<file path="src/rtl/core/tsb_pkg.sv">
`default_nettype none

package tsb_pkg;

    // texel index into the texture and mask stores (row * width + column)
    localparam int IDX_W     = 12;
    localparam int PIX_W     = 32;
    localparam int COORD_W   = 32;
    localparam int LOG2_W    = 3;
    localparam int CFG_IDX_W = 3;

    // largest texture side, as log2
    localparam logic [LOG2_W-1:0] MAX_LOG2 = 3'd6;

    // command queue between front and back
    localparam int QUEUE_DEPTH = 4;
    localparam int QPTR_W      = 2;

    // configuration register indexes
    localparam logic [CFG_IDX_W-1:0] CFG_U_STEP      = 3'd0;
    localparam logic [CFG_IDX_W-1:0] CFG_V_STEP      = 3'd1;
    localparam logic [CFG_IDX_W-1:0] CFG_MASK_U_STEP = 3'd2;
    localparam logic [CFG_IDX_W-1:0] CFG_MASK_V_STEP = 3'd3;
    localparam logic [CFG_IDX_W-1:0] CFG_WIDTH_LOG2  = 3'd4;
    localparam logic [CFG_IDX_W-1:0] CFG_HEIGHT_LOG2 = 3'd5;
    localparam logic [CFG_IDX_W-1:0] CFG_BLEND_MODE  = 3'd6;

    typedef enum logic [1:0] {
        MODE_LOAD_TEX  = 2'd0,
        MODE_LOAD_MASK = 2'd1,
        MODE_SPAN      = 2'd2,
        MODE_PIXEL     = 2'd3
    } t_item_mode;

    typedef enum logic [1:0] {
        BLEND_COPY       = 2'd0,
        BLEND_PREMUL     = 2'd1,
        BLEND_MASK_ALPHA = 2'd2,
        BLEND_SEPARATE   = 2'd3
    } t_blend_mode;

    typedef enum logic [1:0] {
        CMD_LOAD_TEX  = 2'd0,
        CMD_LOAD_MASK = 2'd1,
        CMD_SHADE     = 2'd2
    } t_cmd_kind;

    typedef struct packed {
        logic [COORD_W-1:0] u_step;
        logic [COORD_W-1:0] v_step;
        logic [COORD_W-1:0] mask_u_step;
        logic [COORD_W-1:0] mask_v_step;
        logic [LOG2_W-1:0]  width_log2;
        logic [LOG2_W-1:0]  height_log2;
        t_blend_mode        blend_mode;
    } t_tsb_cfg;

    // one store command: each index plus its quotient by the store depth
    typedef struct packed {
        t_cmd_kind        kind;
        logic [IDX_W-1:0] tex_idx;
        logic [IDX_W-1:0] tex_quo;
        logic [IDX_W-1:0] msk_idx;
        logic [IDX_W-1:0] msk_quo;
        logic [PIX_W-1:0] data;
    } t_tsb_cmd;

endpackage

`default_nettype wire

</file>
<file path="src/rtl/core/tsb_queue.sv">
`default_nettype none

module tsb_queue
    import tsb_pkg::*;
(
    input  wire logic     i_clk,
    input  wire logic     i_rst_n,
    input  wire logic     i_push,
    input  wire t_tsb_cmd i_cmd,
    output logic          o_full,
    output logic          o_valid,
    output t_tsb_cmd      o_cmd,
    input  wire logic     i_pop
);

    localparam logic [QPTR_W:0] FULL_COUNT = (QPTR_W + 1)'(QUEUE_DEPTH);

    t_tsb_cmd          r_mem [QUEUE_DEPTH];
    logic [QPTR_W-1:0] r_wr_ptr, n_wr_ptr;
    logic [QPTR_W-1:0] r_rd_ptr, n_rd_ptr;
    logic [QPTR_W:0]   r_count, n_count;

    assign o_full  = (r_count == FULL_COUNT);
    assign o_valid = (r_count != '0);
    assign o_cmd   = r_mem[r_rd_ptr];

    always_comb begin
        n_wr_ptr = r_wr_ptr;
        n_rd_ptr = r_rd_ptr;
        n_count  = r_count;
        if (i_push) begin
            n_wr_ptr = r_wr_ptr + 1'b1;
        end
        if (i_pop) begin
            n_rd_ptr = r_rd_ptr + 1'b1;
        end
        if (i_push && !i_pop) begin
            n_count = r_count + 1'b1;
        end else if (!i_push && i_pop) begin
            n_count = r_count - 1'b1;
        end
    end

    always_ff @(posedge i_clk) begin
        if (!i_rst_n) begin
            r_wr_ptr <= '0;
            r_rd_ptr <= '0;
            r_count  <= '0;
        end else begin
            r_wr_ptr <= n_wr_ptr;
            r_rd_ptr <= n_rd_ptr;
            r_count  <= n_count;
        end
    end

    always_ff @(posedge i_clk) begin
        if (i_push) begin
            r_mem[r_wr_ptr] <= i_cmd;
        end
    end

`ifndef SYNTHESIS
    a_no_overflow: assert property (@(posedge i_clk) disable iff (!i_rst_n)
        i_push |-> !o_full)
        else $error("command queue written while full");

    a_no_underflow: assert property (@(posedge i_clk) disable iff (!i_rst_n)
        i_pop |-> o_valid)
        else $error("command queue read while empty");

    a_count_tracks: assert property (@(posedge i_clk) disable iff (!i_rst_n)
        (i_rst_n && i_push && !i_pop) |=> (r_count == $past(r_count) + 1'b1))
        else $error("command queue count lost a push");
`endif

endmodule

`default_nettype wire

</file>
<file path="config.mk">
export PLATFORM = sky130hd
export DESIGN_NAME = tsb_queue
export DESIGN_NICKNAME = d
export VERILOG_FILES = /design/src/rtl/core/tsb_pkg.sv /design/src/rtl/core/tsb_queue.sv
export SDC_FILE = /design/constraint.sdc
export NUM_CORES = 1
export LEC_CHECK = 0
export BUFFER_PORTS_ARGS = -buffer_cell sky130_fd_sc_hd__buf_2
export CORE_AREA = 8 8 188 190
export CTS_CLUSTER_DIAMETER = 80
export DETAILED_ROUTE_END_ITERATION = 7
export DIE_AREA = 0 0 196 198
export PLACE_DENSITY = 0.64
export RECOVER_POWER = 50
export SLEW_MARGIN = 20
export SYNTH_ARGS = -nofsm -noshare
export SYNTH_HDL_FRONTEND = slang
export SYNTH_SLANG_ARGS = --single-unit
</file>
<file path="constraint.sdc">
create_clock -name i_clk -period 3.75 [get_ports i_clk]
set_clock_uncertainty 0.15 [all_clocks]
set_input_delay 0.375 -clock i_clk [delete_from_list [all_inputs] [get_ports i_clk]]
set_output_delay 0.375 -clock i_clk [all_outputs]
set_load 0.03 [all_outputs]
</file>
==> impl_metrics.toml, run 1 <==
[setup_path]
critPathCaptureType = "output port"
critical_path.startpoint_type = "flip-flop"
path_cells = "buf_12 > mux4_2 > buf_2"
crit_path_max_incr_delay_ns = 0.72
worst_path_max_delay_cell = "dfxtp_4"
reg2reg_to = "r_mem[2][17]"
r2r_slack_ns = 1.69
reg2regPathDepth = 4
cp_max_fo = 47
timing.rr.start = "r_wr_ptr[0]"
required_ns = 3.22
cp_data_arrival_time_ns = 2.21
path_class = "flip-flop to output port"

[routing]
routedWlPerCell_um = 20.5
drc_errors = 0
dr.pass1.iters = 4
totalWireLength_um = 24200
vias = 5778
vias_per_cell = 4.88
drtIter0Drc = 265
ant_nets = 0

[layout]
drive_gt1_frac = 0.305
multiInputGateArea_sq_um = 2110
ff_latch_area_sq_um = 10000
area_growth_pct = 26.3
num-fill-cells = 2650
diodes = 0
final_net_count = 841
final_area_sq_um = 15600
final_cells = 1185

[pwr]
power.share.sequential = 0.482
swShare = 0.230
ir_drop_uv = 369
p_per_area_nw_per_um2 = 583
comb_power_share = 0.117
p_int_uw = 7010
leakagePower_uw = 0.00513
p_sw_uw = 2100
p_total_uw = 9100
pwr-share-clk = 0.402

[sta]
post-route-period-util = 0.728
tightestPinTransition_ns = 0.691
whs_ns = 0.0491
setup_viol = 0
relSlewSlack = 0.540
setup_tns_ns = 0
fmax_mhz = 366
maxSlewViolCount = 0
rsz0062_at_grt = "no"
layout_min_cycle_time_ns = 2.73
hold_viol_final = 0

[placement]
dp_hpwl_um = 14600
placed_cell_area_sq_um = 13600
dp_cells = 1037
port-buffer-count = 169
gp_congestion = 0.691

[floorplan]
num_rows = 66
start_util = 0.384
dieArea_sq_um = 38800
core_area_sq_um = 32200
io_pins = 170
die_w_um = 196
fp.dieH_um = 198

[yosys]
synth_top_area_share = 0.797
synth.distinct_cells = 21
netlist_area_sq_um = 12400
synth_warnings = 0
ys_seq_area_frac = 0.811
synthTopCellsByArea = "edfxtp_1 80%, mux4_2 15%, dfxtp_1 1.5%"
synth_seq_cells = 337
syn_area_per_cell_sq_um = 26.2
synth_top_area_cell = "edfxtp_1"
syn-num-nets = 563
synth_cells = 471

[job]
drv_cap = 0

[clock_network]
cts_setup_buffers = 0
cts_tree = "built"
clk_latency_ns = 0.51
clock-sinks = 337
cts_buffers = 36
cts.clk_slew.worst_paths_ns = 0.06
clock_path_buffers = 3
htree_levels = 2
clock-root-buffer = "clkbuf_16"

[grt]
grt-ovfl-total = 0
antenna_found_initial = 1
grt_first_pass_wirelength_um = 37600
grt_max_degree = 54
grt_pass1_vias = 6571
grt_usage = 0.125

[hold_path]
worstHoldPathCells = 2
min-delay-start = "i_rst_n"
hold_path_end = "r_count[2]"
hp-class = "primary input to flip-flop"

[status]
status = "finished clean"
-- cells in the mapped netlist, drive strengths merged --
library cell,count
edfxtp,328
mux4,82
buf,17
and2,9
dfxtp,9
ha,5
inv,4
xor2,3
mux2i,2
nor2b,2
or3,2
xnor2,2
a21boi,1
clkbuf,1
fa,1
nand2,1
nor3b,1
o21ai,1
-- routing by layer --
layer	routed length, um	GRT usage	up-vias
met2	12300	0.217	171
met4	549	0.0385	2
met5	13	0	-
met3	1380	0.0316	45
li1	-	-	2583
met1	10000	0.153	2977
-- registers in the layout, indices dropped and copies added (netlist names), named ones only --
signal,cells
r_count,3
r_mem,328
r_rd_ptr,2
r_wr_ptr,2
-- critical path: cells and delay by family, from the launching register on --
family | cells | cell delay, ns
buf+inv | 2 | 0.57
mux | 1 | 0.39
flops | 1 | 0.72
-- stage by stage --
step | util | worst slack, ns
finish | 0.485 | 1.02
global route | 0.485 | 0.902
CTS | 0.488 | 0.920
detailed placement | 0.424 | 1.48
global placement | 0.424 | 1.48
floorplan | - | 0.702
-- repair_timing --
action / CTS / global route
hold buffers: 82 / 0
endpoints found under the hold margin: 328 / 0
resized for setup: 0 / 0
-- logic make-up after synthesis --
family,synth area share
DFF,0.811
AOI/OAI and AO/OA,0.00101
adders and majority gates,0.00668
muxes,0.151
buffers and inverters,0.0186
xor gates and xnor gates,0.00354
and+or+nand+nor,0.00749
-- worst max path at each step --
stage                             end  cells after the start  slack (ns)
after global routing        o_cmd[68]                      3        0.90
after global placement      o_cmd[68]                      3        1.48
after CTS                   o_cmd[68]                      3        0.92
after floorplan           r_mem[0][0]                      3        0.70
final                       o_cmd[13]                      3        1.02
after detailed placement    o_cmd[68]                      3        1.48
-- power groups by stage --
stage	combinational, uW	clock [uW]	sequential [uW]
after floorplan	729	0	4450
final	1060	3660	4380
after global placement	1010	0	4450
after global routing	1140	3870	4400
after CTS	1100	3750	4390
after detailed placement	1030	0	4470
-- placed cells by master, fill, tap and decap left out, types with 2 or more instances in the layout --
master	instances
edfxtp_1	328
clkbuf_1	90
buf_2	86
dlygate4sd3_1	82
mux4_2	81
clkbuf_16	37
clkinv_2	8
dfxtp_1	7
bufinv_16	6
buf_12	6
ha_1	5
inv_1	4
and2_4	4
and2_0	4
xor2_1	3
inv_6	3
or3_1	2
xnor2_1	2
mux2i_1	2
nor2b_1	2
dfxtp_4	2
clkinv_1	2
clkbuf_8	2
-- cell type report --
class,instances,area share
clock buffers,46,0.0628
repair buffers,258,0.108
multi-input cells,112,0.135
well taps,408,0.0327
flip-flops and latches,337,0.643
inverters,4,0.000962
clock inverters,20,0.0168
(Power assumes the default switching activity.)
==> run 2: changes to the inputs <==
- clock period: 3.75 -> 2.6 ns (I/O delays scaled with it)
==> run 2 against run 1 <==
  * Design area hardly changed
  * Final cell count is 0.84% higher
  * Critical path depth stayed put
  * Sequential share of layout area is 0.057 points higher
  * Routed wire length is 0.42% lower
  * Utilization hardly changed
  * Via count hardly changed
  * Die area stayed put
==> impl_metrics.toml, run 2 (synthesized netlist as in run 1, its figures left out) <==
[status]
status = "finished clean"

[setup_path]
reg2reg_to = "r_mem[1][79]"
cp_max_fo = 16
r2r_slack_ns = 0.53
timing.rr.start = "r_wr_ptr[0]"
crit_path_max_incr_delay_ns = 0.57
critical_path.startpoint_type = "flip-flop"
cp_data_arrival_time_ns = 2.00
required_ns = 2.19
critPathCaptureType = "output port"
path_cells = "buf_4 > mux4_2 > buf_2"
reg2regPathDepth = 3
worst_path_max_delay_cell = "mux4_2"
path_class = "flip-flop to output port"

[grt]
grt_first_pass_wirelength_um = 38200
antenna_found_initial = 1
grt-ovfl-total = 0
grt_pass1_vias = 6716
grt_max_degree = 47
grt_usage = 0.126

[sta]
layout_min_cycle_time_ns = 2.41
tightestPinTransition_ns = 0.768
rsz0062_at_grt = "no"
relSlewSlack = 0.488
fmax_mhz = 415
post-route-period-util = 0.927
hold_viol_final = 0
setup_tns_ns = 0
setup_viol = 0
maxSlewViolCount = 0

[placement]
port-buffer-count = 169
gp_congestion = 0.686
dp_hpwl_um = 15000

[hold_path]
worstHoldPathCells = 2
hp-class = "primary input to flip-flop"
hold_path_end = "r_mem[1][49]"
min-delay-start = "i_cmd[49]"

[floorplan]
start_util = 0.384
die_w_um = 196
core_area_sq_um = 32200
io_pins = 170
fp.dieH_um = 198
num_rows = 66
dieArea_sq_um = 38800

[layout]
layout_common_cells = "328 x edfxtp_1, 87 x clkbuf_1, 85 x dlygate4sd3_1, 85 x buf_2, 81 x mux4_2"
final_net_count = 851
drive_gt1_frac = 0.304
area_growth_pct = 26.1
postLayoutCoreUtil = 0.484
largest_register = "r_mem"
largest_reg_flops = 328
layout_commonest_cell = "edfxtp_1"
num-fill-cells = 2647
diodes = 0
reg.largest.list = "r_mem (328), r_count (3)"

[clock_network]
htree_levels = 2
cts_setup_buffers = 0
clock-root-buffer = "clkbuf_16"
cts.clk_slew.worst_paths_ns = 0.06
clock_path_buffers = 3
cts_tree = "built"
cts_resized = 0
clk_latency_ns = 0.49
cts_buffers = 36
clock-sinks = 337
hold_buffers = 85

[routing]
totalWireLength_um = 24100
dr.pass1.iters = 4
drc_errors = 0
vias_per_cell = 4.83
ant_nets = 0
vias = 5776
drtIter0Drc = 254
routedWlPerCell_um = 20.2

[pwr]
p_total_uw = 12800
leakagePower_uw = 0.00512
ir_drop_uv = 602
p_per_area_nw_per_um2 = 823

[job]
drv_cap = 0
## run 2: cell type report
| class | instances | area (sq um) | area share |
|---|---|---|---|
| Timing Repair Buffer | 268 | 1750 | 0.112 |
| Multi-Input combinational cell | 112 | 2110 | 0.135 |
| Clock buffer | 40 | 937 | 0.0601 |
| Tap cell | 408 | 510 | 0.0327 |
| Sequential cell | 337 | 10000 | 0.644 |
| Inverter | 4 | 15.0 | 0.000963 |
| Clock inverter | 26 | 239 | 0.0153 |
## run 2: worst max path at each step
stage,end,start,slack (ns),cells after the start
after floorplan,r_mem[2][0],r_wr_ptr[0],0.45,3
after global placement,o_cmd[72],flip-flop,0.71,3
after detailed placement,r_count[2],i_push,0.58,7
after CTS,o_cmd[78],flip-flop,0.13,3
after global routing,o_cmd[78],flip-flop,0.08,3
final,o_cmd[78],flip-flop,0.19,3
## run 2: layer usage
layer | GRT usage | wire length (um)
met2 | 0.225 | 12600
met3 | 0.0317 | 1190
met1 | 0.153 | 9970
met5 | 0 | 13
met4 | 0.0314 | 394
## run 2: power by group
part	switching (uW)	internal, uW	total, uW
clock	1960	3010	4970
combinational	960	597	1560
sequential	67.6	6240	6310
## run 2: per-stage QoR
step	std cells	worst slack, ns	cell area (sq um)	hold WS (ns)
finish	1195	0.191	15600	0.405
global route	1195	0.0778	15600	0.398
CTS	1195	0.134	15700	0.323
detailed placement	1044	0.576	13700	0.329
global placement	1044	0.707	13700	0.318
floorplan	471	0.453	12400	0.209
## run 2: worst max-delay path: cells and delay by family (launching register included)
kind,cells,cell delay (ns)
flip-flops,1,0.38
buffers and inverters,2,0.53
multiplexers,1,0.57
==> run 3: changes to the inputs <==
- CTS_BUF_LIST: unset -> sky130_fd_sc_hd__clkbuf_4
==> run 3 against run 2 <==
  * Utilization rose by 1.3 points
  * Sequential share of layout area fell by 1.7 points
  * Sequential cell count did not move
  * Non-clock buffer count rose by 11
  * Count of clock-buffer cells in the layout rose by 85
  * Largest cell class unchanged
  * Critical endpoint is now o_cmd[18]
==> impl_metrics.toml, run 3 (synthesized netlist as in run 1, its figures left out) <==
[status]
status = "finished clean"

[clock_network]
cts_buffers = 87
clock-sinks = 337
cts.clk_slew.worst_paths_ns = 0.07
clock_path_buffers = 3
clk_latency_ns = 0.69
htree_levels = 3
clock-root-buffer = "clkbuf_4"
cts_tree = "built"

[setup_path]
worst_path_max_delay_cell = "mux4_2"
crit_path_max_incr_delay_ns = 0.55
critical_path.top_delay_family = "multiplexers"
path_buf_inv = 3
cp_data_arrival_time_ns = 2.15
critPathCaptureType = "output port"
required_ns = 2.19
critical_path.startpoint_type = "flip-flop"
cp_max_fo = 16
path_class = "flip-flop to output port"
path_cells = "buf_4 > buf_16 > mux4_2 > buf_2"

[routing]
drtIter0Drc = 223
vias = 6195
ant_nets = 0
dr.pass1.iters = 4
drc_errors = 0
vias_per_cell = 4.77
routedWlPerCell_um = 20.2
totalWireLength_um = 26300

[placement]
port-buffer-count = 169
dp_hpwl_um = 15000
gp_congestion = 0.686
placed_cell_area_sq_um = 13700
dp_slack_ns = 0.576

[layout]
largest_register = "r_mem"
final_net_count = 913
layout_common_cells = "328 x edfxtp_1, 126 x clkbuf_4, 86 x dlygate4sd3_1"
drive_gt1_frac = 0.377
final_area_sq_um = 16000
largest_reg_flops = 328
area_growth_pct = 29.6
postLayoutCoreUtil = 0.497
layout_commonest_cell = "edfxtp_1"
reg.largest.list = "r_mem (328), r_count (3)"

[sta]
post-route-period-util = 0.985
setup_viol = 0
setup_slack_ns = 0.0398
maxSlewViolCount = 0
hold_viol_final = 0
tightestPinTransition_ns = 1.40
fmax_mhz = 391
setup_tns_ns = 0
rsz0062_at_grt = "yes"
layout_min_cycle_time_ns = 2.56
relSlewSlack = 0.0643

[pwr]
p_per_area_nw_per_um2 = 789
pwr-share-clk = 0.360
comb_power_share = 0.141
leakagePower_uw = 0.00541
ir_drop_uv = 544
p_sw_uw = 3120
swShare = 0.247
p_int_uw = 9520
power.share.sequential = 0.499

[grt]
grt_first_pass_wirelength_um = 39300
grt_max_degree = 47
antenna_found_initial = 2
grt-ovfl-total = 0
grt_pass1_vias = 7159
grt_usage = 0.133

[floorplan]
io_pins = 170
fp.dieH_um = 198
start_util = 0.384
dieArea_sq_um = 38800
core_area_sq_um = 32200
die_w_um = 196
num_rows = 66

[hold_path]
hp-class = "primary input to flip-flop"

[job]
drv_cap = 0
## run 3: cell types whose count changed in the layout (fill, tap and decap cells not counted), moves of 2 or more
| cell | before | now |
|---|---|---|
| buf_12 | 4 | 6 |
| buf_16 | 0 | 2 |
| buf_2 | 85 | 49 |
| buf_6 | 0 | 37 |
| clkbuf_1 | 87 | 83 |
| clkbuf_16 | 37 | 4 |
| clkbuf_4 | 1 | 126 |
| clkinv_1 | 9 | 18 |
| clkinv_2 | 7 | 9 |
| clkinvlp_4 | 2 | 0 |
| diode_2 | 0 | 2 |
| inv_6 | 3 | 0 |
## run 3: worst paths after layout
kind,from,to,slack (ns),depth (start not counted)
max,flip-flop,o_cmd[18],0.04,4
min,i_cmd[49],r_mem[0][49],0.21,2
max reg2reg,r_wr_ptr[0],r_mem[0][72],0.24,4
min reg2reg,r_count[2],r_count[2],0.41,2
## run 3: final cells by class
cell class | count | area (sq um)
antenna | 2 | 5.00
clock inverter | 31 | 206
inverter | 4 | 15.0
clock buffer | 125 | 938
timing repair buffer | 279 | 2200
fill | 2665 | 16200
sequential | 337 | 10000
tap | 408 | 510
multi-input combinational | 112 | 2100
## run 3: what timing repair did
action	CTS	global route
endpoints found under the hold margin	359	0
endpoints found under the setup margin	82	82
hold buffers	86	0
setup buffers	0	3
cloned	0	7
resized for setup	71	16
## run 3: worst reg2reg max path, delay by kind of cell, from the launching register on
kind / cells / cell delay [ns]
buffers and inverters: 2 / 1.12
DFF: 1 / 0.35
and+or+nand+nor: 1 / 0.14
adders and majority gates: 1 / 0.14
## run 3: power groups by stage
stage | clock, uW | combinational (uW) | sequential, uW
5_1_grt | 5010 | 1890 | 6330
3_5_place_dp | 0 | 1520 | 6420
6_report | 4560 | 1780 | 6310
2_1_floorplan | 0 | 1050 | 6400
4_1_cts | 4730 | 1740 | 6310
3_3_place_gp | 0 | 1480 | 6400
## run 3: routing by layer
metal,GRT usage,share of wire
met1,0.148,0.41
met2,0.230,0.51
met3,0.0467,0.065
met4,0.0581,0.019
met5,0,0.00049
## run 3: stage by stage
| stage | total power (uW) | instances | hold slack, ns |
|---|---|---|---|
| 2_1_floorplan | 7450 | 471 | 0.209 |
| 3_3_place_gp | 7880 | 1044 | 0.318 |
| 3_5_place_dp | 7940 | 1044 | 0.329 |
| 4_1_cts | 12800 | 1286 | 0.0241 |
| 5_1_grt | 13200 | 1298 | 0.126 |
| 6_report | 12600 | 1298 | 0.207 |
