==> src/rtl/core/tsb_pkg.sv <==
`default_nettype none

package tsb_pkg;

    // texel index into the texture and mask stores (row * width + column)
    localparam int IDX_W     = 12;
    localparam int PIX_W     = 32;
    localparam int COORD_W   = 32;
    localparam int LOG2_W    = 3;
    localparam int CFG_IDX_W = 3;

    // largest texture side, as log2
    localparam logic [LOG2_W-1:0] MAX_LOG2 = 3'd6;

    // command queue between front and back
    localparam int QUEUE_DEPTH = 4;
    localparam int QPTR_W      = 2;

    // configuration register indexes
    localparam logic [CFG_IDX_W-1:0] CFG_U_STEP      = 3'd0;
    localparam logic [CFG_IDX_W-1:0] CFG_V_STEP      = 3'd1;
    localparam logic [CFG_IDX_W-1:0] CFG_MASK_U_STEP = 3'd2;
    localparam logic [CFG_IDX_W-1:0] CFG_MASK_V_STEP = 3'd3;
    localparam logic [CFG_IDX_W-1:0] CFG_WIDTH_LOG2  = 3'd4;
    localparam logic [CFG_IDX_W-1:0] CFG_HEIGHT_LOG2 = 3'd5;
    localparam logic [CFG_IDX_W-1:0] CFG_BLEND_MODE  = 3'd6;

    typedef enum logic [1:0] {
        MODE_LOAD_TEX  = 2'd0,
        MODE_LOAD_MASK = 2'd1,
        MODE_SPAN      = 2'd2,
        MODE_PIXEL     = 2'd3
    } t_item_mode;

    typedef enum logic [1:0] {
        BLEND_COPY       = 2'd0,
        BLEND_PREMUL     = 2'd1,
        BLEND_MASK_ALPHA = 2'd2,
        BLEND_SEPARATE   = 2'd3
    } t_blend_mode;

    typedef enum logic [1:0] {
        CMD_LOAD_TEX  = 2'd0,
        CMD_LOAD_MASK = 2'd1,
        CMD_SHADE     = 2'd2
    } t_cmd_kind;

    typedef struct packed {
        logic [COORD_W-1:0] u_step;
        logic [COORD_W-1:0] v_step;
        logic [COORD_W-1:0] mask_u_step;
        logic [COORD_W-1:0] mask_v_step;
        logic [LOG2_W-1:0]  width_log2;
        logic [LOG2_W-1:0]  height_log2;
        t_blend_mode        blend_mode;
    } t_tsb_cfg;

    // one store command: each index plus its quotient by the store depth
    typedef struct packed {
        t_cmd_kind        kind;
        logic [IDX_W-1:0] tex_idx;
        logic [IDX_W-1:0] tex_quo;
        logic [IDX_W-1:0] msk_idx;
        logic [IDX_W-1:0] msk_quo;
        logic [PIX_W-1:0] data;
    } t_tsb_cmd;

endpackage

`default_nettype wire

==> src/rtl/core/tsb_front.sv <==
`default_nettype none

module tsb_front
    import tsb_pkg::*;
#(
    parameter int TEXEL_DEPTH = 4096
) (
    input  wire logic               i_clk,
    input  wire logic               i_rst_n,
    input  wire logic               i_valid,
    output logic                    o_ready,
    input  wire logic [1:0]         i_mode,
    input  wire logic [IDX_W-1:0]   i_load_index,
    input  wire logic [PIX_W-1:0]   i_load_texel,
    input  wire logic [COORD_W-1:0] i_span_u,
    input  wire logic [COORD_W-1:0] i_span_v,
    input  wire logic [COORD_W-1:0] i_span_mask_u,
    input  wire logic [COORD_W-1:0] i_span_mask_v,
    input  wire logic [PIX_W-1:0]   i_dest_pixel,
    input  wire t_tsb_cfg           i_cfg,
    input  wire logic               i_full,
    output logic                    o_push,
    output t_tsb_cmd                o_cmd
);

    // exact quotient by reciprocal for any index below 2**IDX_W
    localparam int RECIP_SH = 2 * IDX_W + 1;
    localparam int RECIP_W  = RECIP_SH + 1;
    localparam int PROD_W   = IDX_W + RECIP_W;
    localparam logic [RECIP_W-1:0] RECIP =
        RECIP_W'((2 ** RECIP_SH + TEXEL_DEPTH - 1) / TEXEL_DEPTH);

    logic [COORD_W-1:0] r_u_acc, n_u_acc;
    logic [COORD_W-1:0] r_v_acc, n_v_acc;
    logic [COORD_W-1:0] r_mu_acc, n_mu_acc;
    logic [COORD_W-1:0] r_mv_acc, n_mv_acc;

    t_item_mode        item_mode;
    logic              accept;
    logic [LOG2_W-1:0] wl;
    logic [LOG2_W-1:0] hl;
    logic [IDX_W-1:0]  tex_idx;
    logic [IDX_W-1:0]  sep_idx;
    logic [IDX_W-1:0]  msk_idx;

    function automatic logic [IDX_W-1:0] texel_idx(
        input logic [COORD_W-1:0] u,
        input logic [COORD_W-1:0] v,
        input logic [LOG2_W-1:0]  w_l2,
        input logic [LOG2_W-1:0]  h_l2
    );
        logic [5:0]       col;
        logic [5:0]       row;
        logic [IDX_W-1:0] row_sh;
        col    = u[21:16] & ~(6'h3f << w_l2);
        row    = v[21:16] & ~(6'h3f << h_l2);
        row_sh = IDX_W'(row) << w_l2;
        return row_sh + IDX_W'(col);
    endfunction

    function automatic logic [IDX_W-1:0] quotient(input logic [IDX_W-1:0] idx);
        logic [PROD_W-1:0] prod;
        prod = PROD_W'(idx) * PROD_W'(RECIP);
        return prod[RECIP_SH +: IDX_W];
    endfunction

    assign item_mode = t_item_mode'(i_mode);
    assign o_ready   = !i_full;
    assign accept    = i_valid && o_ready;

    assign wl = (i_cfg.width_log2 > MAX_LOG2) ? MAX_LOG2 : i_cfg.width_log2;
    assign hl = (i_cfg.height_log2 > MAX_LOG2) ? MAX_LOG2 : i_cfg.height_log2;

    assign tex_idx = texel_idx(r_u_acc, r_v_acc, wl, hl);
    assign sep_idx = texel_idx(r_mu_acc, r_mv_acc, wl, hl);
    assign msk_idx = (i_cfg.blend_mode == BLEND_SEPARATE) ? sep_idx : tex_idx;

    // classify the item into a store command
    always_comb begin
        o_push = 1'b0;
        o_cmd  = '0;
        unique case (item_mode)
            MODE_LOAD_TEX, MODE_LOAD_MASK: begin
                // loads beyond the store are dropped
                o_push        = accept && (int'(i_load_index) < TEXEL_DEPTH);
                o_cmd.kind    = (item_mode == MODE_LOAD_TEX) ? CMD_LOAD_TEX : CMD_LOAD_MASK;
                o_cmd.tex_idx = i_load_index;
                o_cmd.msk_idx = i_load_index;
                o_cmd.data    = i_load_texel;
            end
            MODE_PIXEL: begin
                o_push        = accept;
                o_cmd.kind    = CMD_SHADE;
                o_cmd.tex_idx = tex_idx;
                o_cmd.tex_quo = quotient(tex_idx);
                o_cmd.msk_idx = msk_idx;
                o_cmd.msk_quo = quotient(msk_idx);
                o_cmd.data    = i_dest_pixel;
            end
            default: begin
                o_push = 1'b0;
            end
        endcase
    end

    always_comb begin
        n_u_acc  = r_u_acc;
        n_v_acc  = r_v_acc;
        n_mu_acc = r_mu_acc;
        n_mv_acc = r_mv_acc;
        if (accept && item_mode == MODE_SPAN) begin
            n_u_acc  = i_span_u;
            n_v_acc  = i_span_v;
            n_mu_acc = i_span_mask_u;
            n_mv_acc = i_span_mask_v;
        end else if (accept && item_mode == MODE_PIXEL) begin
            n_u_acc  = r_u_acc + i_cfg.u_step;
            n_v_acc  = r_v_acc + i_cfg.v_step;
            n_mu_acc = r_mu_acc + i_cfg.mask_u_step;
            n_mv_acc = r_mv_acc + i_cfg.mask_v_step;
        end
    end

    always_ff @(posedge i_clk) begin
        if (!i_rst_n) begin
            r_u_acc  <= '0;
            r_v_acc  <= '0;
            r_mu_acc <= '0;
            r_mv_acc <= '0;
        end else begin
            r_u_acc  <= n_u_acc;
            r_v_acc  <= n_v_acc;
            r_mu_acc <= n_mu_acc;
            r_mv_acc <= n_mv_acc;
        end
    end

`ifndef SYNTHESIS
    a_span_loads_acc: assert property (@(posedge i_clk) disable iff (!i_rst_n)
        (i_rst_n && accept && item_mode == MODE_SPAN) |=>
            (r_u_acc == $past(i_span_u) && r_mv_acc == $past(i_span_mask_v)))
        else $error("span start did not load the coordinates");
`endif

endmodule

`default_nettype wire

==> config.mk <==
export PLATFORM = sky130hd
export DESIGN_NAME = tsb_front
export DESIGN_NICKNAME = d
export VERILOG_FILES = /design/src/rtl/core/tsb_pkg.sv /design/src/rtl/core/tsb_front.sv
export SDC_FILE = /design/constraint.sdc
export NUM_CORES = 1
export LEC_CHECK = 0
export BUFFER_PORTS_ARGS = -buffer_cell sky130_fd_sc_hd__buf_2
export CAP_MARGIN = 10
export CORE_MARGIN = 5
export CORE_UTILIZATION = 31
export DETAILED_ROUTE_END_ITERATION = 12
export SLEW_MARGIN = 0
export SYNTH_ARGS = -nofsm -noshare
export SYNTH_HDL_FRONTEND = slang
export SYNTH_SLANG_ARGS = --single-unit
==> constraint.sdc <==
create_clock -name i_clk -period 3.6 [get_ports i_clk]
set_clock_uncertainty 0.05 [all_clocks]
set_input_delay 0.54 -clock i_clk [delete_from_list [all_inputs] [get_ports i_clk]]
set_output_delay 0.54 -clock i_clk [all_outputs]
set_load 0.01 [all_outputs]
==> results of run 1 <==
==> tightest hold or removal path, cell delays in order <==
cell and delay (ns):
sky130_fd_sc_hd__buf_2 0.07, sky130_fd_sc_hd__a41oi_1 0.09, sky130_fd_sc_hd__o21ai_0 0.06
==> how the worst min path moves through the flow <==
| stage | end | slack (ns) |
|---|---|---|
| final | r_mv_acc[14] | 0.39 |
| after CTS | r_mv_acc[14] | 0.37 |
| after detailed placement | r_mu_acc[6] | 0.40 |
| after global placement | r_mu_acc[6] | 0.39 |
| after global routing | r_mu_acc[13] | 0.41 |
| after floorplan | r_mu_acc[6] | 0.39 |
==> cell families (layout without fill, tap and decap cells) <==
| family | after synthesis | after routing |
|---|---|---|
| xor+xnor | 72 | 72 |
| buf+inv | 140 | 501 |
| compound gates | 499 | 499 |
| fa+ha+maj | 102 | 102 |
| mux | 34 | 34 |
| flops | 88 | 88 |
| simple gates | 397 | 397 |
| other cells | 1 | 30 |
==> timing repair <==
action / in CTS / in global routing
gates cloned: 0 / 0
setup endpoints to repair: 16 / 17
resized for setup: 64 / 45
hold endpoints to repair: 0 / 0
buffers inserted: 15 / 14
pin swaps: 36 / 42
==> per-layer routing <==
| metal | up-vias | wire [um] |
|---|---|---|
| met5 | - | 101 |
| met4 | 18 | 823 |
| met3 | 52 | 2430 |
| met2 | 339 | 18900 |
| met1 | 5197 | 15700 |
| li1 | 5681 | - |
==> metrics by stage <==
stage,cell area (um^2),util,TNS [ns],total power [W]
after floorplan,10000,-,-0.0391,0.00187
after global placement,12400,0.395,-3.57,0.00229
after detailed placement,12400,0.395,-4.10,0.00231
after CTS,13100,0.415,-1.39,0.00342
after global routing,13400,0.425,-3.21,0.00362
final,13400,0.425,-1.49,0.00340
==> final cells by class <==
cell class | instances | area, um^2 | share of cell area
inverter | 43 | 161 | 0.0121
timing repair buffer | 442 | 2660 | 0.199
antenna | 6 | 15.0 | 0.00112
sequential | 88 | 1780 | 0.133
tap | 402 | 503 | 0.0376
multi-input combinational | 1128 | 7940 | 0.594
clock buffer | 10 | 239 | 0.0179
clock inverter | 6 | 75.1 | 0.00562
==> registers in the layout, summed over array words and instances, names as in the netlist <==
| name | count |
|---|---|
| r_mu_acc | 22 |
| r_mv_acc | 22 |
| r_v_acc | 22 |
| r_u_acc | 22 |
==> synthesized netlist by cell type, types with 16 or more instances <==
cell type	instances	share of area
sky130_fd_sc_hd__a211oi_1	52	0.040
sky130_fd_sc_hd__o21ai_0	86	0.044
sky130_fd_sc_hd__dfxtp_1	88	0.18
sky130_fd_sc_hd__nor2b_1	16	0.010
sky130_fd_sc_hd__and3_1	16	0.010
sky130_fd_sc_hd__nor2_1	111	0.042
sky130_fd_sc_hd__xnor2_1	49	0.044
sky130_fd_sc_hd__a21oi_1	146	0.074
sky130_fd_sc_hd__nor3_1	30	0.015
sky130_fd_sc_hd__nand2_1	127	0.048
sky130_fd_sc_hd__ha_1	96	0.12
sky130_fd_sc_hd__inv_1	41	0.016
sky130_fd_sc_hd__buf_4	24	0.018
sky130_fd_sc_hd__a21o_1	40	0.031
sky130_fd_sc_hd__a22o_1	32	0.028
sky130_fd_sc_hd__nand3_1	34	0.017
sky130_fd_sc_hd__mux2i_1	32	0.033
sky130_fd_sc_hd__clkbuf_1	58	0.022
sky130_fd_sc_hd__xor2_1	23	0.020
==> power groups by stage <==
| stage | clock [W] | sequential [W] | combinational [W] |
|---|---|---|---|
| floorplan | 0 | 0.00107 | 0.000807 |
| global placement | 0 | 0.00108 | 0.00121 |
| detailed placement | 0 | 0.00108 | 0.00123 |
| CTS | 0.00109 | 0.00106 | 0.00127 |
| global route | 0.00113 | 0.00107 | 0.00143 |
| finish | 0.00105 | 0.00106 | 0.00129 |
==> impl_metrics.toml, run 1 <==
[grt]
global_route_wire_length_before_repair_mm = 59.1
globalRouteMet1Util = 0.240
grt_use_total = 0.206
grt_pass1_vias = 10900
grt_antenna_before_repair = 15
grtUsageMet3 = 0.0460
grt.busiest_layer = "met2"
grt_start_max_net_pins = 81
grtUsageMet2 = 0.374
overflow_left_after_global_routing = 0

[worst_setup_path]
worst_ep_arrival_ns = 3.28
timing.critical_path.mode_cell = "sky130_fd_sc_hd__nor2_1"
r2r_slack_ns = 0.46
setup.worst_path.start_class = "input port"
worst_r2r_path_depth = 13
worst_path_dominant_cell_family = "compound AO/OA/AOI/OAI gates"
worst_path_max_delay_cell = "sky130_fd_sc_hd__o311a_1"
worst_r2r_endpoint = "r_u_acc[18]"
critical-path-max-stage-delay_ns = 0.41
cp.depth = 17
r2r_start = "r_u_acc[0]"
path_max_fanout = 5
endpoint_required_time_on_the_critical_path_ns = 3.01
endpoint_kind = "output pin"
crit_start = "i_cfg[7]"
critical_path_class = "input port to output pin"
critical_path.n_buffers_inverters = 5
worstSetupEndpoint = "o_cmd[54]"
path_cells = "buf_8, a21boi_4, buf_12, buf_6, o211ai_1, and3_4, ha_4, inv_2, nor2_1, nor2_1, o21bai_1, a21oi_1, nand3b_1, o311a_1, o31ai_2, a21oi_2, buf_2"

[route]
post_detailed_route_wirelength_per_cell_um = 17.9
drt_first_pass_iters = 5
via_count = 11300
drc = 0
drt-total-wl_mm = 38.0
viasPerCell = 5.31
dr.first_iter.drc_count = 532
drtAntennaViolNets = 0

[synthesis]
synth_compound_gate_area_share = 0.335
netlist_area_um2 = 9840
simple_gate_share_of_the_synthesized_area = 0.186
number_of_flops_mapped_to_enable_cells_by_yosys = 0
yosys-mux-area-fraction = 0.0371
synth-xor-area-share = 0.0641
synthAdderAreaFrac = 0.134
synthesis.instances = 1333
async_reset_ff_frac = 0
synth.avg_cell_area_um2 = 7.38
yosysSeqAreaShare = 0.179
synthFlopType = "sky130_fd_sc_hd__dfxtp_1"
synth_seq_cells = 88
yosys.cell_types.count = 72
synth_top_family_by_area = "compound AO/OA/AOI/OAI gates"
yosys_warnings = 0

[placement]
hpwl_detailed_mm = 29.7
post-place-ws_ns = -0.381
gp_congestion = 0.918
placed_cells = 2080
io_buffers = 325

[sta]
final_period_minus_worst_setup_slack_ns = 3.87
max-slew-margin-rel = 0.345
final-hold-violation-count = 0
fmaxAchievable_ghz = 0.259
grt_setup_unrepaired = "true"
setup_ws_ns = -0.267
holdWs_ns = 0.386
timing.final.crit_share = 1.07
tightestPinTransition_ns = 0.982
final-max-slew-violation-count = 0
setup_viol_count_final = 11

[floorplan]
floorplan.die.height_um = 188
coreArea_um2 = 31500
ioPinCount = 430
row_count = 65
initial_cell_density_of_the_core = 0.313
die_width_um = 188
dieArea_um2 = 35400

[outcome]
status = "finished, violations left"
failed_checks = "setup timing"

[clock_network]
cts.reportedPaths.clkPinSlew_ns = 0.07
numClockSinks = 88
cts_hold_buf = 0
cts_tree = "done"
worst_skew_pair.late_latency_ns = 0.37
ctsHtreeMaxLevel = 3
clk_root_buffer_cell = "sky130_fd_sc_hd__clkbuf_16"
cts_inserted_buffers = 9
cts.path.max_buffers = 2

[pwr]
share_clk_of_total_power = 0.309
combinationalPowerShare = 0.379
static-leakage-power_nw = 6.43
power.internal_w = 0.00218
sequentialPowerShare = 0.311
power_switching_share = 0.358
cellPowerDensity_nw_per_um2 = 254
peak_supply_drop_v = 0.000239
switching_power_w = 0.00122

[cells_and_area]
layout.cells.non_filler = 2125
design.final.nets = 2160
drive_gt1_frac = 0.320
area_added_between_synthesis_and_finish_pct = 35.9
most_used_cells_in_the_layout_excluding_fill_and_tap_cells = "sky130_fd_sc_hd__buf_2, sky130_fd_sc_hd__a21oi_1, sky130_fd_sc_hd__nand2_1, sky130_fd_sc_hd__buf_4, sky130_fd_sc_hd__nor2_1"
layout.filler_cells = 3252
layout.cells.most_common = "sky130_fd_sc_hd__buf_2"

[hold_path]
min_path_type = "input port to flip-flop"
min-delay-start = "i_span_mask_v[14]"
hold_path_depth = 3

[run]
drv_cap = 0
(Power assumes the default switching activity.)
==> inputs of run 2 (changes only) <==
--- a/config.mk
+++ b/config.mk
@@ -7,10 +7,12 @@
 export LEC_CHECK = 0
 export BUFFER_PORTS_ARGS = -buffer_cell sky130_fd_sc_hd__buf_2
 export CAP_MARGIN = 10
-export CORE_MARGIN = 5
-export CORE_UTILIZATION = 31
+export CORE_AREA = 5 5 163 165
 export DETAILED_ROUTE_END_ITERATION = 12
+export DIE_AREA = 0 0 168 170
+export PLACE_DENSITY = 0.71
 export SLEW_MARGIN = 0
 export SYNTH_ARGS = -nofsm -noshare
 export SYNTH_HDL_FRONTEND = slang
 export SYNTH_SLANG_ARGS = --single-unit
+export TNS_END_PERCENT = 50
==> run 2 against run 1 <==
The flow still finishes with violations (setup timing). Routed wire length shrank 1.6%. Setup slack worse by 0.0079 ns. Non-clock buffer count decreased by 10. Power fell by 3.2%. Critical endpoint unchanged. Largest cell class unchanged.
==> impl_metrics.toml, run 2 (synthesized netlist as in run 1, its figures left out) <==
[route]
drt-total-wl_mm = 37.4
via_count = 11500
viasPerCell = 5.64
met2WireLength_mm = 18.5
wl_met1_mm = 14.9
drc = 0
met3RoutedLength_mm = 2.93
drtAntennaViolNets = 0
post_detailed_route_wirelength_per_cell_um = 18.3
drt_first_pass_iters = 5
dr.first_iter.drc_count = 548
routed.top_layer = "met5"

[floorplan]
row_count = 58
initial_cell_density_of_the_core = 0.395
dieArea_um2 = 28600
ioPinCount = 430
coreArea_um2 = 24900
die_width_um = 168
floorplan.die.height_um = 170

[clock_network]
cts_hold_buf = 0
cts_inserted_buffers = 9
ctsHtreeMaxLevel = 3
cts.path.max_buffers = 2
worst_skew_pair.late_latency_ns = 0.35
cts_tree = "done"
cts.reportedPaths.clkPinSlew_ns = 0.08
clk_root_buffer_cell = "sky130_fd_sc_hd__clkbuf_16"
numClockSinks = 88

[run]
drv_cap = 0

[worst_setup_path]
critical-path-max-stage-delay_ns = 0.27
endpoint_required_time_on_the_critical_path_ns = 3.01
worst_path_max_delay_cell = "sky130_fd_sc_hd__or2_4"
endpoint_kind = "output pin"
worst_ep_arrival_ns = 3.29
path_cells = "buf_8, buf_4, or2_4, buf_4, nor3_1, ha_1, fa_1, a21o_1, a21oi_2, o21bai_1, a21oi_2, nor3_2, nand3_1, xnor2_1, a21oi_1, a21oi_2, buf_2"
timing.critical_path.mode_cell = "sky130_fd_sc_hd__a21oi_2"
setup.worst_path.start_class = "input port"
path_max_fanout = 4
critical_path_class = "input port to output pin"

[cells_and_area]
area_added_between_synthesis_and_finish_pct = 33.5
layout.cells.non_filler = 2041
layout.cells.most_common = "sky130_fd_sc_hd__buf_2"
most_used_cells_in_the_layout_excluding_fill_and_tap_cells = "sky130_fd_sc_hd__buf_2, sky130_fd_sc_hd__a21oi_1, sky130_fd_sc_hd__nand2_1, sky130_fd_sc_hd__nor2_1, sky130_fd_sc_hd__buf_4"
drive_gt1_frac = 0.314
finalCoreUtilization = 0.528
design.final.nets = 2150

[pwr]
power.total_w = 0.00329
combinationalPowerShare = 0.388
cellPowerDensity_nw_per_um2 = 251
static-leakage-power_nw = 6.33
switching_power_w = 0.00119
sequentialPowerShare = 0.322
power_switching_share = 0.361
peak_supply_drop_v = 0.000197
power.internal_w = 0.00210
share_clk_of_total_power = 0.290

[sta]
fmaxAchievable_ghz = 0.258
final_period_minus_worst_setup_slack_ns = 3.88
tightestPinTransition_ns = 0.820
setup_ws_ns = -0.275
max-slew-margin-rel = 0.453
grt_setup_unrepaired = "true"
setup_tns_ns = -2.34
timing.final.crit_share = 1.08
setup_viol_count_final = 15
final-hold-violation-count = 0
final-max-slew-violation-count = 0
holdWs_ns = 0.404

[grt]
grt_antenna_before_repair = 11
grt_use_total = 0.243
overflow_left_after_global_routing = 0
grt_start_max_net_pins = 66
grt_pass1_vias = 11000
global_route_wire_length_before_repair_mm = 56.8

[placement]
hpwl_detailed_mm = 28.6
placed_cells = 2002
gp_congestion = 0.930
io_buffers = 325

[hold_path]
min_path_type = "input port to flip-flop"

[outcome]
failed_checks = "setup timing"
status = "finished, violations left"
## run 2: changes by cell type in the layout (fill, tap and decap cells not counted), sizes merged
cell and change:
buf -10, diode -2, bufinv -1, clkinvlp +1
## run 2: path summary, 6_finish.rpt
kind / start / endpoint / slack (ns) / depth (start not counted)
setup / recovery: i_cfg[6] / o_cmd[54] / -0.28 / 17
hold / removal: i_span_mask_u[9] / r_mu_acc[9] / 0.40 / 3
setup reg to reg: r_u_acc[0] / r_u_acc[18] / 0.46 / 13
hold reg to reg: r_mu_acc[3] / r_mu_acc[3] / 0.41 / 2
## run 2: worst max-delay path: cells and delay by family
kind	cells	cell delay (ns)
AO/OA/AOI/OAI	6	0.71
buffers and inverters	4	0.56
adder cells (fa/ha/maj)	2	0.45
XOR/XNOR	1	0.18
AND/OR/NAND/NOR	4	0.85
## run 2: timing repair
item,in CTS,in global routing
pin swaps,13,28
gates resized for setup,53,51
buffers inserted,7,12
setup endpoints to repair,16,16
## run 2: cell type report
class                           instances  area, um^2
Tap cell                              330         413
Inverter                               43         168
Clock inverter                          6        50.0
Antenna cell                            4        10.0
Clock buffer                           10         239
Fill cell                            2384       11800
Sequential cell                        88        1770
Multi-Input combinational cell       1128        7950
Timing Repair Buffer                  432        2530
## run 2: per-layer routing
metal / track usage / vias to the layer above
li1: - / 5654
met1: 0.278 / 5341
met2: 0.445 / 427
met3: 0.0636 / 78
met4: 0.0677 / 12
met5: 0 / -
## run 2: metrics by stage
step                      setup WS [ns]  area, um^2
after floorplan                 -0.0261       10000
after global placement           -0.285       12200
after detailed placement         -0.328       12200
after CTS                        -0.191       12800
after global routing             -0.443       13100
final                            -0.275       13100
## run 2: power by group through the flow
| stage | Clock, W | Sequential (W) | Combinational (W) |
|---|---|---|---|
| finish | 0.000953 | 0.00106 | 0.00128 |
| floorplan | 0 | 0.00107 | 0.000807 |
| global route | 0.00102 | 0.00107 | 0.00142 |
| detailed placement | 0 | 0.00108 | 0.00121 |
| global placement | 0 | 0.00108 | 0.00119 |
| CTS | 0.000980 | 0.00106 | 0.00124 |
==> inputs of run 3 (changes only) <==
--- a/config.mk
+++ b/config.mk
@@ -10,7 +10,7 @@
 export CORE_AREA = 5 5 163 165
 export DETAILED_ROUTE_END_ITERATION = 12
 export DIE_AREA = 0 0 168 170
-export PLACE_DENSITY = 0.71
+export PLACE_DENSITY = 0.78
 export SLEW_MARGIN = 0
 export SYNTH_ARGS = -nofsm -noshare
 export SYNTH_HDL_FRONTEND = slang
==> run 3 against run 2 <==
The flow still finishes with violations (setup timing). Worst hold slack about the same. Sequential power hardly changed. Sequential share of layout area is essentially flat. Combinational power hardly changed. Critical path depth rose by 2. Largest power group unchanged. Highest routed layer unchanged.
==> impl_metrics.toml, run 3 (synthesized netlist as in run 1, its figures left out) <==
[route]
dr.first_iter.drc_count = 550
wl_met1_mm = 14.4
post_detailed_route_wirelength_per_cell_um = 18.4
drc = 0
drtAntennaViolNets = 0
drt_first_pass_iters = 5
drt-total-wl_mm = 37.8
via_count = 11600
met3RoutedLength_mm = 2.62
viasPerCell = 5.65
routed.top_layer = "met5"
met2WireLength_mm = 19.1

[sta]
final_period_minus_worst_setup_slack_ns = 3.88
fmaxAchievable_ghz = 0.258
setup_ws_ns = -0.280
setup_tns_ns = -2.54
final-max-slew-violation-count = 0
max-slew-margin-rel = 0.475
timing.final.crit_share = 1.08
grt_setup_unrepaired = "true"
setup_viol_count_final = 14
final-hold-violation-count = 0
tightestPinTransition_ns = 0.786

[worst_setup_path]
endpoint_required_time_on_the_critical_path_ns = 3.01
setup.worst_path.start_class = "input port"
worst_ep_arrival_ns = 3.29
worst_path_max_delay_cell = "sky130_fd_sc_hd__fa_2"
path_cells = "buf_8, a21boi_4, buf_6, nor2_1, a21oi_2, buf_4, nor3_4, fa_2, a21oi_2, nor2_1, nor2_1, o21bai_1, a21oi_1, nand3b_1, buf_6, a2111oi_4, o31ai_2, a21oi_2, buf_2"
critical-path-max-stage-delay_ns = 0.38
path_max_fanout = 5
critical_path_class = "input port to output pin"
endpoint_kind = "output pin"

[pwr]
peak_supply_drop_v = 0.000200
cellPowerDensity_nw_per_um2 = 252
power.total_w = 0.00331
static-leakage-power_nw = 6.38

[floorplan]
initial_cell_density_of_the_core = 0.395
row_count = 58
ioPinCount = 430
coreArea_um2 = 24900
floorplan.die.height_um = 170
die_width_um = 168
dieArea_um2 = 28600

[cells_and_area]
layout.cells.most_common = "sky130_fd_sc_hd__buf_2"
layout.cells.non_filler = 2056
finalCoreUtilization = 0.527
layout.filler_cells = 2387
area_added_between_synthesis_and_finish_pct = 33.4
most_used_cells_in_the_layout_excluding_fill_and_tap_cells = "sky130_fd_sc_hd__buf_2, sky130_fd_sc_hd__a21oi_1, sky130_fd_sc_hd__nand2_1, sky130_fd_sc_hd__buf_4, sky130_fd_sc_hd__nor2_1"
drive_gt1_frac = 0.312
design.final.nets = 2166

[placement]
hpwl_detailed_mm = 29.7
gp_congestion = 0.922
placed_cells = 2009
io_buffers = 325

[grt]
global_route_wire_length_before_repair_mm = 56.6
grt_antenna_before_repair = 12
grt_use_total = 0.243
grt_pass1_vias = 11000
grt_start_max_net_pins = 48
overflow_left_after_global_routing = 0

[hold_path]
min_path_type = "input port to flip-flop"

[run]
drv_cap = 0

[clock_network]
cts.path.max_buffers = 2
worst_skew_pair.late_latency_ns = 0.36
cts_tree = "done"
numClockSinks = 88
cts.reportedPaths.clkPinSlew_ns = 0.07
cts_inserted_buffers = 9
ctsHtreeMaxLevel = 3
clk_root_buffer_cell = "sky130_fd_sc_hd__clkbuf_16"

[outcome]
failed_checks = "setup timing"
status = "finished, violations left"
[run 3: through the flow]
| stage | hold slack (ns) | instance area (um^2) | setup slack, ns |
|---|---|---|---|
| after floorplan | 0.386 | 10000 | -0.0261 |
| after global placement | 0.395 | 12300 | -0.384 |
| after detailed placement | 0.403 | 12300 | -0.408 |
| after CTS | 0.387 | 12800 | -0.230 |
| after global routing | 0.417 | 13100 | -0.432 |
| final | 0.404 | 13100 | -0.280 |
[run 3: final timing paths]
check                 end  slack (ns)  cells after the start         startpoint
max             o_cmd[54]       -0.28                     19           i_cfg[7]
min          r_mv_acc[14]        0.40                      3  i_span_mask_v[14]
max reg2reg   r_u_acc[18]        0.48                     13         r_u_acc[0]
min reg2reg   r_mv_acc[5]        0.42                      2        r_mv_acc[5]
[run 3: power breakdown]
part / internal, W / total (W) / leakage [nW] / switching, W
Clock: 0.000488 / 0.000968 / 0.141 / 0.000480
Sequential: 0.00102 / 0.00106 / 0.721 / 0.0000383
Combinational: 0.000585 / 0.00128 / 5.52 / 0.000695
[run 3: critical path, delay by kind of cell]
family	cells	cell delay [ns]
AO/OA/AOI/OAI	8	1.20
buffers and inverters	5	0.67
adder cells (fa/ha/maj)	1	0.38
AND/OR/NAND/NOR	5	0.49
[run 3: timing repair]
item | CTS | global route
pin swaps | 25 | 26
buffers inserted | 16 | 12
hold buffers | 0 | 0
setup endpoints to repair | 17 | 17
gates resized for setup | 34 | 46
[run 3: per-layer routing]
| metal | global-route usage | vias up |
|---|---|---|
| li1 | - | 5682 |
| met3 | 0.0527 | 106 |
| met1 | 0.264 | 5362 |
| met5 | 0 | - |
| met4 | 0.0967 | 18 |
| met2 | 0.459 | 451 |
[run 3: layout make-up]
| cell class | count | area [um^2] | share of cell area |
|---|---|---|---|
| multi-input cells | 1128 | 7830 | 0.597 |
| repair buffers | 448 | 2640 | 0.201 |
| flip-flops and latches | 88 | 1770 | 0.135 |
| well taps | 330 | 413 | 0.0315 |
| clock buffers | 10 | 229 | 0.0175 |
| inverters | 43 | 161 | 0.0123 |
| clock inverters | 6 | 60.1 | 0.00458 |
| diodes | 3 | 7.51 | 0.000572 |
